<file path="src/aewu_pkg.sv">
// Shared types and constants for the ADC event word unpacker.
package aewu_pkg;

  // Word type codes, bits 26:24 of a readout word
  localparam logic [2:0] TypeDatum  = 3'd0;
  localparam logic [2:0] TypeHeader = 3'd2;
  localparam logic [2:0] TypeEnd    = 3'd4;

  localparam logic [6:0] GeoInvalid = 7'd99;

  // Status codes
  localparam logic [2:0] StOk        = 3'd0;
  localparam logic [2:0] StBadHeader = 3'd1;
  localparam logic [2:0] StNotData   = 3'd2;
  localparam logic [2:0] StGeoMiss   = 3'd3;
  localparam logic [2:0] StNoTrailer = 3'd4;
  localparam logic [2:0] StTruncated = 3'd5;

  typedef struct packed {
    logic        data_word_last;
    logic [31:0] data_word;
  } in_beat_t;

  typedef struct packed {
    logic        event_end;
    logic [4:0]  channel;
    logic [13:0] value;
    logic [6:0]  geo;
    logic [7:0]  crate;
    logic [2:0]  status;
  } result_t;

endpackage

</file>
<file path="src/aewu_in_stage.sv">
// Input register stage: holds one readout beat until the decoder consumes it.
module aewu_in_stage
  import aewu_pkg::*;
(
  input  logic     clk_i,
  input  logic     rst_ni,
  input  logic     valid_i,
  input  in_beat_t beat_i,
  output logic     stall_o,
  input  logic     take_i,
  output logic     valid_o,
  output in_beat_t beat_o
);

  logic     valid_q, valid_d;
  in_beat_t beat_q;
  logic     load;

  // Free when empty or the held beat leaves this cycle
  assign stall_o = valid_q && !take_i;
  assign load    = valid_i && !stall_o;
  assign valid_d = load || (valid_q && !take_i);

  always_ff @(posedge clk_i or negedge rst_ni) begin
    if (!rst_ni) begin
      valid_q <= 1'b0;
    end else begin
      valid_q <= valid_d;
    end
  end

  always_ff @(posedge clk_i) begin
    if (load) begin
      beat_q <= beat_i;
    end
  end

  assign valid_o = valid_q;
  assign beat_o  = beat_q;

endmodule

</file>
<file path="src/aewu_decode.sv">
// Event decoder: header/data/trailer state and result formation for one word.
module aewu_decode
  import aewu_pkg::*;
(
  input  logic     clk_i,
  input  logic     rst_ni,
  input  in_beat_t beat_i,
  input  logic     fire_i,
  output logic     has_result_o,
  output result_t  result_o
);

  localparam logic [1:0] PhHeader  = 2'd0;
  localparam logic [1:0] PhData    = 2'd1;
  localparam logic [1:0] PhTrailer = 2'd2;

  logic [1:0] phase_q, phase_d;
  logic [5:0] left_q, left_d;
  logic [6:0] geo_q, geo_d;
  logic [7:0] crate_q, crate_d;
  logic       err_q, err_d;

  logic [2:0] wtype;
  logic [6:0] wgeo;
  logic       last;
  logic       has;
  logic       ev_end;
  logic [4:0] chan;
  logic [13:0] val;
  logic [2:0] st;

  assign wtype = beat_i.data_word[26:24];
  assign wgeo  = {2'b00, beat_i.data_word[31:27]};
  assign last  = beat_i.data_word_last;

  always_comb begin
    phase_d = phase_q;
    left_d  = left_q;
    geo_d   = geo_q;
    crate_d = crate_q;
    err_d   = err_q;
    has     = 1'b0;
    ev_end  = 1'b0;
    chan    = '0;
    val     = '0;
    st      = StOk;
    unique case (phase_q)
      PhHeader: begin
        if (wtype == TypeHeader) begin
          left_d  = beat_i.data_word[13:8];
          geo_d   = wgeo;
          crate_d = beat_i.data_word[23:16];
          err_d   = 1'b0;
          phase_d = (beat_i.data_word[13:8] != 6'd0) ? PhData : PhTrailer;
          if (last) begin
            phase_d = PhHeader;
            left_d  = '0;
            has     = 1'b1;
            ev_end  = 1'b1;
            st      = StTruncated;
          end
        end else begin
          left_d  = '0;
          geo_d   = GeoInvalid;
          crate_d = '0;
          err_d   = 1'b1;
          has     = 1'b1;
          if (last) begin
            phase_d = PhHeader;
            ev_end  = 1'b1;
            st      = StTruncated;
          end else begin
            phase_d = PhTrailer;
            st      = StBadHeader;
          end
        end
      end
      PhData: begin
        has = 1'b1;
        if (wtype != TypeDatum) begin
          st      = StNotData;
          crate_d = '0;
        end else if (wgeo != geo_q) begin
          st      = StGeoMiss;
          crate_d = '0;
        end else begin
          chan = beat_i.data_word[20:16];
          val  = beat_i.data_word[13:0];
        end
        left_d  = left_q - 6'd1;
        phase_d = (left_d != 6'd0) ? PhData : PhTrailer;
        if (last) begin
          phase_d = PhHeader;
          left_d  = '0;
          ev_end  = 1'b1;
          st      = StTruncated;
        end
      end
      default: begin
        // trailer expected; the spare phase code behaves the same
        phase_d = PhHeader;
        left_d  = '0;
        has     = 1'b1;
        ev_end  = 1'b1;
        if (wtype == TypeEnd) begin
          st = err_q ? StBadHeader : StOk;
        end else begin
          st = StNoTrailer;
        end
      end
    endcase
  end

  always_ff @(posedge clk_i or negedge rst_ni) begin
    if (!rst_ni) begin
      phase_q <= PhHeader;
      left_q  <= '0;
      geo_q   <= '0;
      crate_q <= '0;
      err_q   <= 1'b0;
    end else if (fire_i) begin
      phase_q <= phase_d;
      left_q  <= left_d;
      geo_q   <= geo_d;
      crate_q <= crate_d;
      err_q   <= err_d;
    end
  end

  assign has_result_o       = has;
  assign result_o.event_end = ev_end;
  assign result_o.channel   = chan;
  assign result_o.value     = val;
  assign result_o.geo       = geo_d;
  assign result_o.crate     = crate_d;
  assign result_o.status    = st;

endmodule

</file>
<file path="src/aewu_out_stage.sv">
// Result register: holds one result beat until the sink takes it.
module aewu_out_stage
  import aewu_pkg::*;
(
  input  logic    clk_i,
  input  logic    rst_ni,
  input  logic    load_i,
  input  result_t result_i,
  output logic    ready_o,
  output logic    valid_o,
  input  logic    stall_i,
  output result_t result_o
);

  logic    valid_q, valid_d;
  result_t result_q;

  assign ready_o = !valid_q || !stall_i;
  assign valid_d = ready_o ? load_i : valid_q;

  always_ff @(posedge clk_i or negedge rst_ni) begin
    if (!rst_ni) begin
      valid_q <= 1'b0;
    end else begin
      valid_q <= valid_d;
    end
  end

  always_ff @(posedge clk_i) begin
    if (ready_o && load_i) begin
      result_q <= result_i;
    end
  end

  assign valid_o  = valid_q;
  assign result_o = result_q;

endmodule

</file>
<file path="src/adc_event_word_unpacker.sv">
// Top level of the ADC event word unpacker.
//
//  channel | handshake         | payload
//  --------+-------------------+------------------------------------------------
//  in      | valid_i / stall_o | data_word_i, last_in_buffer_i
//  out     | valid_o / stall_i | event_end_o, channel_o, value_o, geo_o,
//          |                   | crate_o, status_o
//
// One word per cycle while the output is not stalled: a taken beat waits in
// the input register, and when it is consumed the decoder updates event state
// and loads the result register on the same edge; the result then leaves when
// the sink does not stall. A good header without the last flag makes no
// result and does not wait on the output side.
// Reset returns to expecting a header with all event state cleared.
// A stall on the output holds the result register and backs up to stall_o.
module adc_event_word_unpacker
  import aewu_pkg::*;
(
  input  logic        clk_i,
  input  logic        rst_ni,
  input  logic        valid_i,
  output logic        stall_o,
  input  logic [31:0] data_word_i,
  input  logic        last_in_buffer_i,
  output logic        valid_o,
  input  logic        stall_i,
  output logic        event_end_o,
  output logic [4:0]  channel_o,
  output logic [13:0] value_o,
  output logic [6:0]  geo_o,
  output logic [7:0]  crate_o,
  output logic [2:0]  status_o
);

  in_beat_t in_beat, held_beat;
  logic     held_valid;
  logic     fire;
  logic     has_result;
  logic     out_ready;
  result_t  dec_result, out_result;

  assign in_beat.data_word      = data_word_i;
  assign in_beat.data_word_last = last_in_buffer_i;

  // Consume the held beat when its result (if any) has a place to go
  assign fire = held_valid && (out_ready || !has_result);

  aewu_in_stage u_in (
    .clk_i   (clk_i),
    .rst_ni  (rst_ni),
    .valid_i (valid_i),
    .beat_i  (in_beat),
    .stall_o (stall_o),
    .take_i  (fire),
    .valid_o (held_valid),
    .beat_o  (held_beat)
  );

  aewu_decode u_dec (
    .clk_i        (clk_i),
    .rst_ni       (rst_ni),
    .beat_i       (held_beat),
    .fire_i       (fire),
    .has_result_o (has_result),
    .result_o     (dec_result)
  );

  aewu_out_stage u_out (
    .clk_i    (clk_i),
    .rst_ni   (rst_ni),
    .load_i   (fire && has_result),
    .result_i (dec_result),
    .ready_o  (out_ready),
    .valid_o  (valid_o),
    .stall_i  (stall_i),
    .result_o (out_result)
  );

  assign event_end_o = out_result.event_end;
  assign channel_o   = out_result.channel;
  assign value_o     = out_result.value;
  assign geo_o       = out_result.geo;
  assign crate_o     = out_result.crate;
  assign status_o    = out_result.status;

endmodule

</file>
<file path="config.mk">
export PLATFORM = sky130hd
export DESIGN_NAME = adc_event_word_unpacker
export DESIGN_NICKNAME = d
export VERILOG_FILES = /design/src/aewu_pkg.sv /design/src/aewu_in_stage.sv /design/src/aewu_decode.sv /design/src/aewu_out_stage.sv /design/src/adc_event_word_unpacker.sv
export SDC_FILE = /design/constraint.sdc
export NUM_CORES = 1
export LEC_CHECK = 0
export BUFFER_PORTS_ARGS = -buffer_cell sky130_fd_sc_hd__buf_2
export CAP_MARGIN = 15
export CORE_MARGIN = 2
export CORE_UTILIZATION = 58
export DETAILED_ROUTE_END_ITERATION = 10
export PLACE_DENSITY = 0.92
export SYNTH_ARGS = -nofsm -noshare
export SYNTH_HDL_FRONTEND = slang
export SYNTH_SLANG_ARGS = --single-unit
</file>
<file path="constraint.sdc">
create_clock -name clk_i -period 8.04 [get_ports clk_i]
set_clock_uncertainty 0.15 [all_clocks]
set_input_delay 0.402 -clock clk_i [delete_from_list [all_inputs] [get_ports clk_i]]
set_output_delay 0.402 -clock clk_i [all_outputs]
set_load 0.005 [all_outputs]
</file>
# == Word-level counts from Yosys, hierarchy flattened ==
# Cells that the tools add are included.
# classes
n_bitwise,1
n_reduce_logical,20
n_eq_ne,4
mux,30
add_sub_neg,1
# ops
operator,count
$mux 8,3
$mux 3,6
$mux 6,3
$pmux 8 s2,1
$mux 2,7
$mux 7,2
$pmux 6 s2,1
$reduce_bool 6->1,2
$ne 5x7->1,1
$pmux 3 s2,1
$sub 6x1->6 const B,1
$logic_and 1x1->1,5
$logic_not 1->1,5
$mux 1,5
$pmux 2 s2,1
$eq 3x2->1 const B,1
$eq 3x3->1 const B,1
$logic_or 1x1->1,3
$reduce_bool 3->1,1
$reduce_or 3->1,1
$eq 2x1->1 const B,1
$logic_not 2->1,1
$reduce_and 2->1,1
$reduce_or 2->1,1
$not 1->1,1
# totals
inputBits,37
output_inout_bits,40
ff_bits,97
word_cells,71

# == Depth between registers and ports, before layout ==
# Gate-level depths: netlist of the first run.
# logic_depth
depth_word,11
ltp_mapped,7
depth_no_buf,6

# == Modules after synthesis ==
# Synthesis of the first run repeated with hierarchy kept, for this count alone.
# hier_totals
cells_unflattened,261
area_unflattened_um2,3897.5
# by_module_without_submodules
mod,seq_area_each_um2,instances,area_each_um2,cells_each
aewu_decode,600.6,1,1641.6,178
aewu_out_stage,1166.1,1,1188.6,42
aewu_in_stage,1016.0,1,1048.5,38
adc_event_word_unpacker,0.0,1,18.8,3

# == Least setup slack after synthesis of the first run ==
# No wires, ideal clock.
# synth_timing
kind,reg-to-reg
startpoint,reg u_in.beat_q (netlist bit u_in.beat_o[26])
endpoint,"reg u_out.result_q (netlist bit u_out.result_o[0]), enable pin"
required_time_ns,7.457
setup_ns,0.433
t_arrival_ns,2.945
n_path_buf,1
path_stages_with_launch,6
period_less_slack_ns,3.528
setup_slack_ns,4.512
path_cell_list,edfxtp_1 -> or3b_1 -> nor3_2 -> o21ai_2 -> clkbuf_1 -> nor2_1
# synth_via
elab_chain_cells,8
# synth_rtl
element,line_no,rtl
"start, declared",aewu_in_stage.sv:16,in_beat_t beat_q;
"start signal, assigned",aewu_in_stage.sv:34,beat_q <= beat_i;
$eq 3x2->1 (*),aewu_decode.sv:49,if (wtype == TypeHeader) begin
$mux 1 (*),aewu_decode.sv:49,
$mux 1 (*),aewu_decode.sv:47,unique case (phase_q)
$logic_not 1->1,adc_event_word_unpacker.sv:46,assign fire = held_valid && (out_ready || !has_result);
$logic_or 1x1->1,adc_event_word_unpacker.sv:46,
$logic_and 1x1->1,adc_event_word_unpacker.sv:46,
$logic_and 1x1->1 (*),adc_event_word_unpacker.sv:71,".load_i (fire && has_result),"
$logic_and 1x1->1 (*),aewu_out_stage.sv:30,if (ready_o && load_i) begin
"end signal, assigned",aewu_out_stage.sv:31,result_q <= result_i;
"end, declared",aewu_out_stage.sv:16,result_t result_q;
# Every way passes the cells marked *; elsewhere a longest branch is shown, timed or not.
# A chain may end at the register's enable or synchronous reset.

# == Worst setup path after layout of the first run ==
# layout_timing
startpoint,reg u_in.beat_q (netlist bit u_in.beat_o[26])
endpoint,"reg u_out.result_q (netlist bit u_out.result_o[3]), enable pin"
# Same word-level chain as after synthesis.

==> results.cfg, run 1 <==
[outcome]
status = complete, no violations

[sta]
maxSlewViolCount = 0
hold_slack_ns = 0.05567
setup_viol = 0
layout_setup_ws_ns = 4.649
hold_violations = 0
tightest_slew_ns = 1.067
max_freq_mhz = 294.9
relSlewSlack_pct = 28.68
finalSetupTns_ns = 0
period_minus_slack_ns = 3.391
post-route-period-util_pct = 42.18
rsz0062_at_grt = no

[placed_design]
place.gp.congestion = 0.9167
io_buffers = 74
dpl_worst_slack_ns = 4.634
hpwl_mm = 4.714

[critical_path]
slowest_stage = nor2_4
regToRegStartpoint = u_in.beat_o[26]$_DFFE_PP_
cp_top_family = simple AND/OR/NAND/NOR gates
reg2reg_to = u_out.result_o[3]$_DFFE_PP_
r2r_setup_slack_ns = 4.65
r2r_cells = 4
critical_path_peak_fanout = 38
worstPathArrival_ns = 3.22
crit_type = reg -> reg
worstSetupPathDepth = 4
startpoint_type = flip-flop
crit_required_ns = 7.87
slowest_delay_ns = 0.89
cp-end-kind = flip-flop
path_cells = or3b_1, nor3_2, o21ai_2, nor2_4
crit_buf_inv = 0

[finish]
drive_above_1_share_pct = 28.70
fillCellCount = 409
final_cell_mix = buf_2, edfxtp_1, dfrtp_1, a22o_1
area_delta_synth_final_pct = 17.41
n_antenna_cell = 0
nets = 365
final_common_cell = buf_2

[global_route]
grt_max_degree = 39
grt_pass1_vias = 2362
grt_overflow = 0
grt_pass1_wl_mm = 11.25
grt_usage_pct = 20.84
antenna_found_initial = 0

[power]
switching_share_pct = 27.35
p_int_w = 0.0008153
p_sw_w = 0.0003069
peakVddDrop_uv = 165.0
power_frac_comb_pct = 16.7
leakagePower_nw = 1.731
power_frac_clock_pct = 26.3
power_density_nw_per_um2 = 260.3
seqPwrFrac_pct = 57.0

[route]
wl_mm = 6.793
dr.pass1.iters = 5
drc = 0
ant_nets = 0
drt_iter0_drc = 195
viasPerCell = 5.638
wl_per_cell_um = 16.73
dr_total_vias = 2289

[clock_tree]
insertion_delay_ns = 0.36
ctsLongestPathBuffers = 2
post_cts_resized = 0
htreeDepth = 3
clock-sinks = 95
tritoncts = done
numCtsBuffers = 9
root_buffer = clkbuf_8
cts.clk_slew.worst_paths_ns = 0.10

[job]
max-cap-violations = 0

[synth]
ys_ff_latch = 95
synth-edff-count = 69
netlist_area_um2 = 3672
synth_ff_type = edfxtp_1
seq_area_frac_synth_pct = 74.14
yosysUniqueCellTypes = 32
synth_top_area_share_pct = 56.42
syn_avg_cell_area_um2 = 14.81
yosysWarnings = 0
yosys.area.top_type = edfxtp_1
synth.net_count = 287
synth.area.top_cells = edfxtp_1, dfrtp_1, a22o_1, and2_1, nor2_1
syn_inst = 248
synth-async-reset-ratio_pct = 27.37

[hold_path]
hold_class = in -> reg
hold_depth = 1
hold-path-endpoint = u_in.beat_o[0]$_DFFE_PP_
min_from = data_word_i[0]

[floorplan]
pin_count = 77
dieHeight_um = 83.57
die_w_um = 83.57
std_cell_rows = 28
dieArea_um2 = 6984
start_util_pct = 60.94
core_um2 = 6026
## metrics by stage
stage | total power (W) | util (%) | instance area (µm²) | std cells
2_1_floorplan | 0.0007562 | - | 3672 | 248
3_3_place_gp | 0.0008219 | 68.38 | 4120 | 389
3_5_place_dp | 0.0008365 | 68.38 | 4120 | 389
4_1_cts | 0.001125 | 71.55 | 4312 | 406
5_1_grt | 0.001173 | 71.55 | 4312 | 406
6_report | 0.001122 | 71.55 | 4312 | 406
## power by group through the flow
stage / clock network [W] / registers [W] / logic (W)
5_1_grt: 0.000317 / 0.000648 / 0.000208
4_1_cts: 0.000298 / 0.000639 / 0.000188
6_report: 0.000295 / 0.000640 / 0.000187
2_1_floorplan: 0 / 0.000636 / 0.000120
3_5_place_dp: 0 / 0.000650 / 0.000187
3_3_place_gp: 0 / 0.000644 / 0.000178
## repair_timing
| action | 4_1_cts | 5_1_grt |
|---|---|---|
| hold buffers | 1 | 0 |
| setup buffers | 0 | 0 |
| hold endpoints to repair | 26 | 0 |
## flip-flops by register name, summed over array words and instances (netlist names)
name / flops
u_dec.left_q: 6
u_in.valid_o: 1
u_dec.crate_q: 8
u_out.result_o: 38
u_dec.err_q: 1
u_out.valid_o: 1
u_dec.phase_q: 2
u_in.beat_o: 31
u_dec.geo_q: 7
## worst max-delay path by stage
stage	startpoint	endpoint	slack, ns
floorplan	u_in.beat_o[26]$_DFFE_PP_	u_out.result_o[0]$_DFFE_PP_	4.51
global placement	u_in.beat_o[26]$_DFFE_PP_	u_out.result_o[14]$_DFFE_PP_	4.78
detailed placement	u_in.beat_o[26]$_DFFE_PP_	u_out.result_o[13]$_DFFE_PP_	4.63
CTS	u_in.beat_o[26]$_DFFE_PP_	u_out.result_o[3]$_DFFE_PP_	4.61
global route	u_in.beat_o[26]$_DFFE_PP_	u_out.result_o[3]$_DFFE_PP_	4.43
finish	u_in.beat_o[26]$_DFFE_PP_	u_out.result_o[3]$_DFFE_PP_	4.65
## layer usage
| layer | part of all wire [%] | vias up | global-route usage [%] |
|---|---|---|---|
| li1 | - | 1078 | - |
| met1 | 38 | 1104 | 25.10 |
| met2 | 53 | 89 | 35.56 |
| met3 | 5.7 | 18 | 3.759 |
| met4 | 3.3 | 0 | 11.44 |
| met5 | 0 | - | 0 |
## layout make-up
type                            count  area, µm²  area share [%]
Clock buffer                       11      131.4           3.047
Clock inverter                      5      50.05           1.161
Inverter                            5      18.77          0.4353
Multi-Input combinational cell    138      899.6           20.86
Sequential cell                    95       2723           63.15
Tap cell                           75      93.84           2.176
Timing Repair Buffer               77      395.4           9.170
## cell usage after synthesis (all sizes together) (2+ instances only)
cell / n
nand4: 3
dfrtp: 26
nand3: 4
xnor2: 7
buf: 5
nor2: 21
or2: 3
clkbuf: 5
nand2b: 4
ha: 2
o21a: 4
edfxtp: 69
a211oi: 3
and2: 20
nor3: 5
inv: 5
a31oi: 2
nand2: 12
o21ai: 8
a21oi: 4
o22a: 4
a22o: 24
## logic make-up (layout without fill, tap and decap cells)
group	after synthesis	in the layout	share of synthesized area [%]
flip-flops	95	95	74.14
AND/OR/NAND/NOR	75	75	10.43
AO/OA/AOI/OAI	54	54	11.38
buffers and inverters	15	98	1.704
XOR/XNOR	7	7	1.670
adder cells (fa/ha/maj)	2	2	0.6813
Note: power is estimated with default switching activity, not from simulation.
==> run 2, diff against run 1 <==
--- a/config.mk
+++ b/config.mk
@@ -8,9 +8,9 @@
 export BUFFER_PORTS_ARGS = -buffer_cell sky130_fd_sc_hd__buf_2
 export CAP_MARGIN = 15
 export CORE_MARGIN = 2
-export CORE_UTILIZATION = 58
+export CORE_UTILIZATION = 54
 export DETAILED_ROUTE_END_ITERATION = 10
-export PLACE_DENSITY = 0.92
+export PLACE_DENSITY = 0.87
 export SYNTH_ARGS = -nofsm -noshare
 export SYNTH_HDL_FRONTEND = slang
 export SYNTH_SLANG_ARGS = --single-unit
==> constraint.sdc (replaced) <==
create_clock -name clk_i -period 3.15 [get_ports clk_i]
set_clock_uncertainty 0.15 [all_clocks]
set_input_delay 0.1575 -clock clk_i [delete_from_list [all_inputs] [get_ports clk_i]]
set_output_delay 0.1575 -clock clk_i [all_outputs]
set_load 0.005 [all_outputs]
==> run 2 against run 1 <==
Net effect: routed wire length rose by 13%; sequential power rose to 2.5 times the previous value; first-iteration DRC count rose by 47%; largest power group unchanged; combinational power rose to 2.8 times the previous value; maximum frequency rose by 17%; via count rose by 11%; sequential cell count did not move; worst hold slack improved by 0.12 ns.
==> results.cfg, run 2 (synthesized netlist as in run 1, its figures left out) <==
[floorplan]
die_w_um = 86.47
start_util_pct = 54.96
dieHeight_um = 86.47
dieArea_um2 = 7476
std_cell_rows = 30
pin_count = 77
core_um2 = 6681

[sta]
hold_violations = 0
setup_viol = 0
period_minus_slack_ns = 2.890
rsz0062_at_grt = no
maxSlewViolCount = 0
layout_setup_ws_ns = 0.2603
finalSetupTns_ns = 0
post-route-period-util_pct = 91.74
max_freq_mhz = 346.1
relSlewSlack_pct = 42.31
tightest_slew_ns = 0.8622

[route]
drt_iter0_drc = 286
dr.pass1.iters = 5
viasPerCell = 5.639
wl_per_cell_um = 17.15
drc = 0
dr_total_vias = 2532
ant_nets = 0
wl_mm = 7.701

[clock_tree]
post_cts_resized = 0
cts.clk_slew.worst_paths_ns = 0.10
root_buffer = clkbuf_8
insertion_delay_ns = 0.37
htreeDepth = 3
tritoncts = done
ctsLongestPathBuffers = 2
numCtsBuffers = 9
clock-sinks = 95

[outcome]
status = complete, no violations

[power]
power_density_nw_per_um2 = 618.1
peakVddDrop_uv = 305.6
leakagePower_nw = 1.906

[finish]
nets = 403
fillCellCount = 451
area_delta_synth_final_pct = 27.90
stdcell_area_um2 = 4697
fin_cells = 449
n_antenna_cell = 0
drive_above_1_share_pct = 28.18
final_cell_mix = buf_2, edfxtp_1, dlygate4sd3_1, dfrtp_1, a22o_1
final_util_pct = 70.30
seqCellArea_um2 = 2723
final_common_cell = buf_2
multiInputGateArea_um2 = 899.6
largest_reg_flops = 38

[global_route]
grt_usage_pct = 21.84
grt_max_degree = 27
antenna_found_initial = 0
grt_pass1_wl_mm = 12.16
grt_pass1_vias = 2491
grt_overflow = 0

[placed_design]
dpl_worst_slack_ns = 0.3953
hpwl_mm = 4.874
place.gp.congestion = 0.8947
placed_area_um2 = 4177
io_buffers = 74
dp.cells = 399

[critical_path]
startpoint_type = flip-flop
crit_buf_inv = 0
crit_required_ns = 3.30
cp-end-kind = flip-flop
slowest_delay_ns = 0.73
slowest_stage = nor2_1
worstPathArrival_ns = 3.04
crit_type = reg -> reg
cp_top_family = simple AND/OR/NAND/NOR gates
critical_path_peak_fanout = 14
path_cells = or3b_1, nor3_2, o21ai_2, nor2_1, a22o_1

[job]
max-cap-violations = 0

[hold_path]
hold_class = in -> async
[run 2: cell types whose count changed in the layout (fill, tap and decap cells not counted), sizes merged]
| cell | previous run | this run |
|---|---|---|
| clkinvlp | 1 | 0 |
| clkbuf | 11 | 9 |
| clkinv | 3 | 4 |
| inv | 5 | 8 |
| buf | 76 | 81 |
| bufinv | 1 | 0 |
| dlygate4sd3 | 1 | 34 |
[run 2: worst paths after layout]
kind                                           start                            to  slack [ns]  cells after the start
setup / recovery           u_in.beat_o[26]$_DFFE_PP_    u_dec.geo_q[2]$_DFFE_PN0N_        0.26                      5
hold / removal                                rst_ni  u_dec.crate_q[7]$_DFFE_PN0N_        0.18                      2
setup reg to reg           u_in.beat_o[26]$_DFFE_PP_    u_dec.geo_q[2]$_DFFE_PN0N_        0.26                      5
hold reg to reg              u_dec.err_q$_DFFE_PN0P_       u_dec.err_q$_DFFE_PN0P_        0.35                      1
max in group asynchronous                     rst_ni   u_dec.left_q[5]$_DFFE_PN0N_        2.27                      2
min in group clk_i                   data_word_i[10]     u_in.beat_o[10]$_DFFE_PP_        0.35                      2
[run 2: per-layer routing]
layer / global-route usage, % / wire length [µm] / vias up
met5: 0 / 0 / -
met4: 12.36 / 265 / 0
met3: 4.381 / 433 / 22
met2: 35.73 / 4000 / 127
met1: 27.30 / 3001 / 1225
li1: - / - / 1158
[run 2: power breakdown]
group / internal, W / switching [W] / total [W]
registers: 0.00152 / 0.000109 / 0.00163
clock network: 0.000298 / 0.000444 / 0.000743
logic: 0.000232 / 0.000294 / 0.000527
[run 2: worst reg2reg max path, cell delays in order (launching register included)]
cell	delay, ns
edfxtp_1	0.45
or3b_1	0.43
nor3_2	0.48
o21ai_2	0.32
nor2_1	0.73
a22o_1	0.27
[run 2: cell type report]
type,instances,area share (%)
inverters,5,0.3996
multi-input cells,138,19.15
well taps,80,2.131
clock buffers,9,2.637
repair buffers,115,16.52
flip-flops and latches,95,57.96
clock inverters,7,1.199
[run 2: repair_timing]
item / 4_1_cts / 5_1_grt
setup buffers: 0 / 0
endpoints found under the hold margin: 59 / 0
hold buffers: 34 / 0
[run 2: through the flow]
stage / hold slack [ns] / power [W]
after CTS: 0.1740 / 0.002899
after global routing: 0.2206 / 0.003036
after floorplan: -0.2881 / 0.001929
after detailed placement: 0.04082 / 0.002140
final: 0.1781 / 0.002903
after global placement: 0.03468 / 0.002107
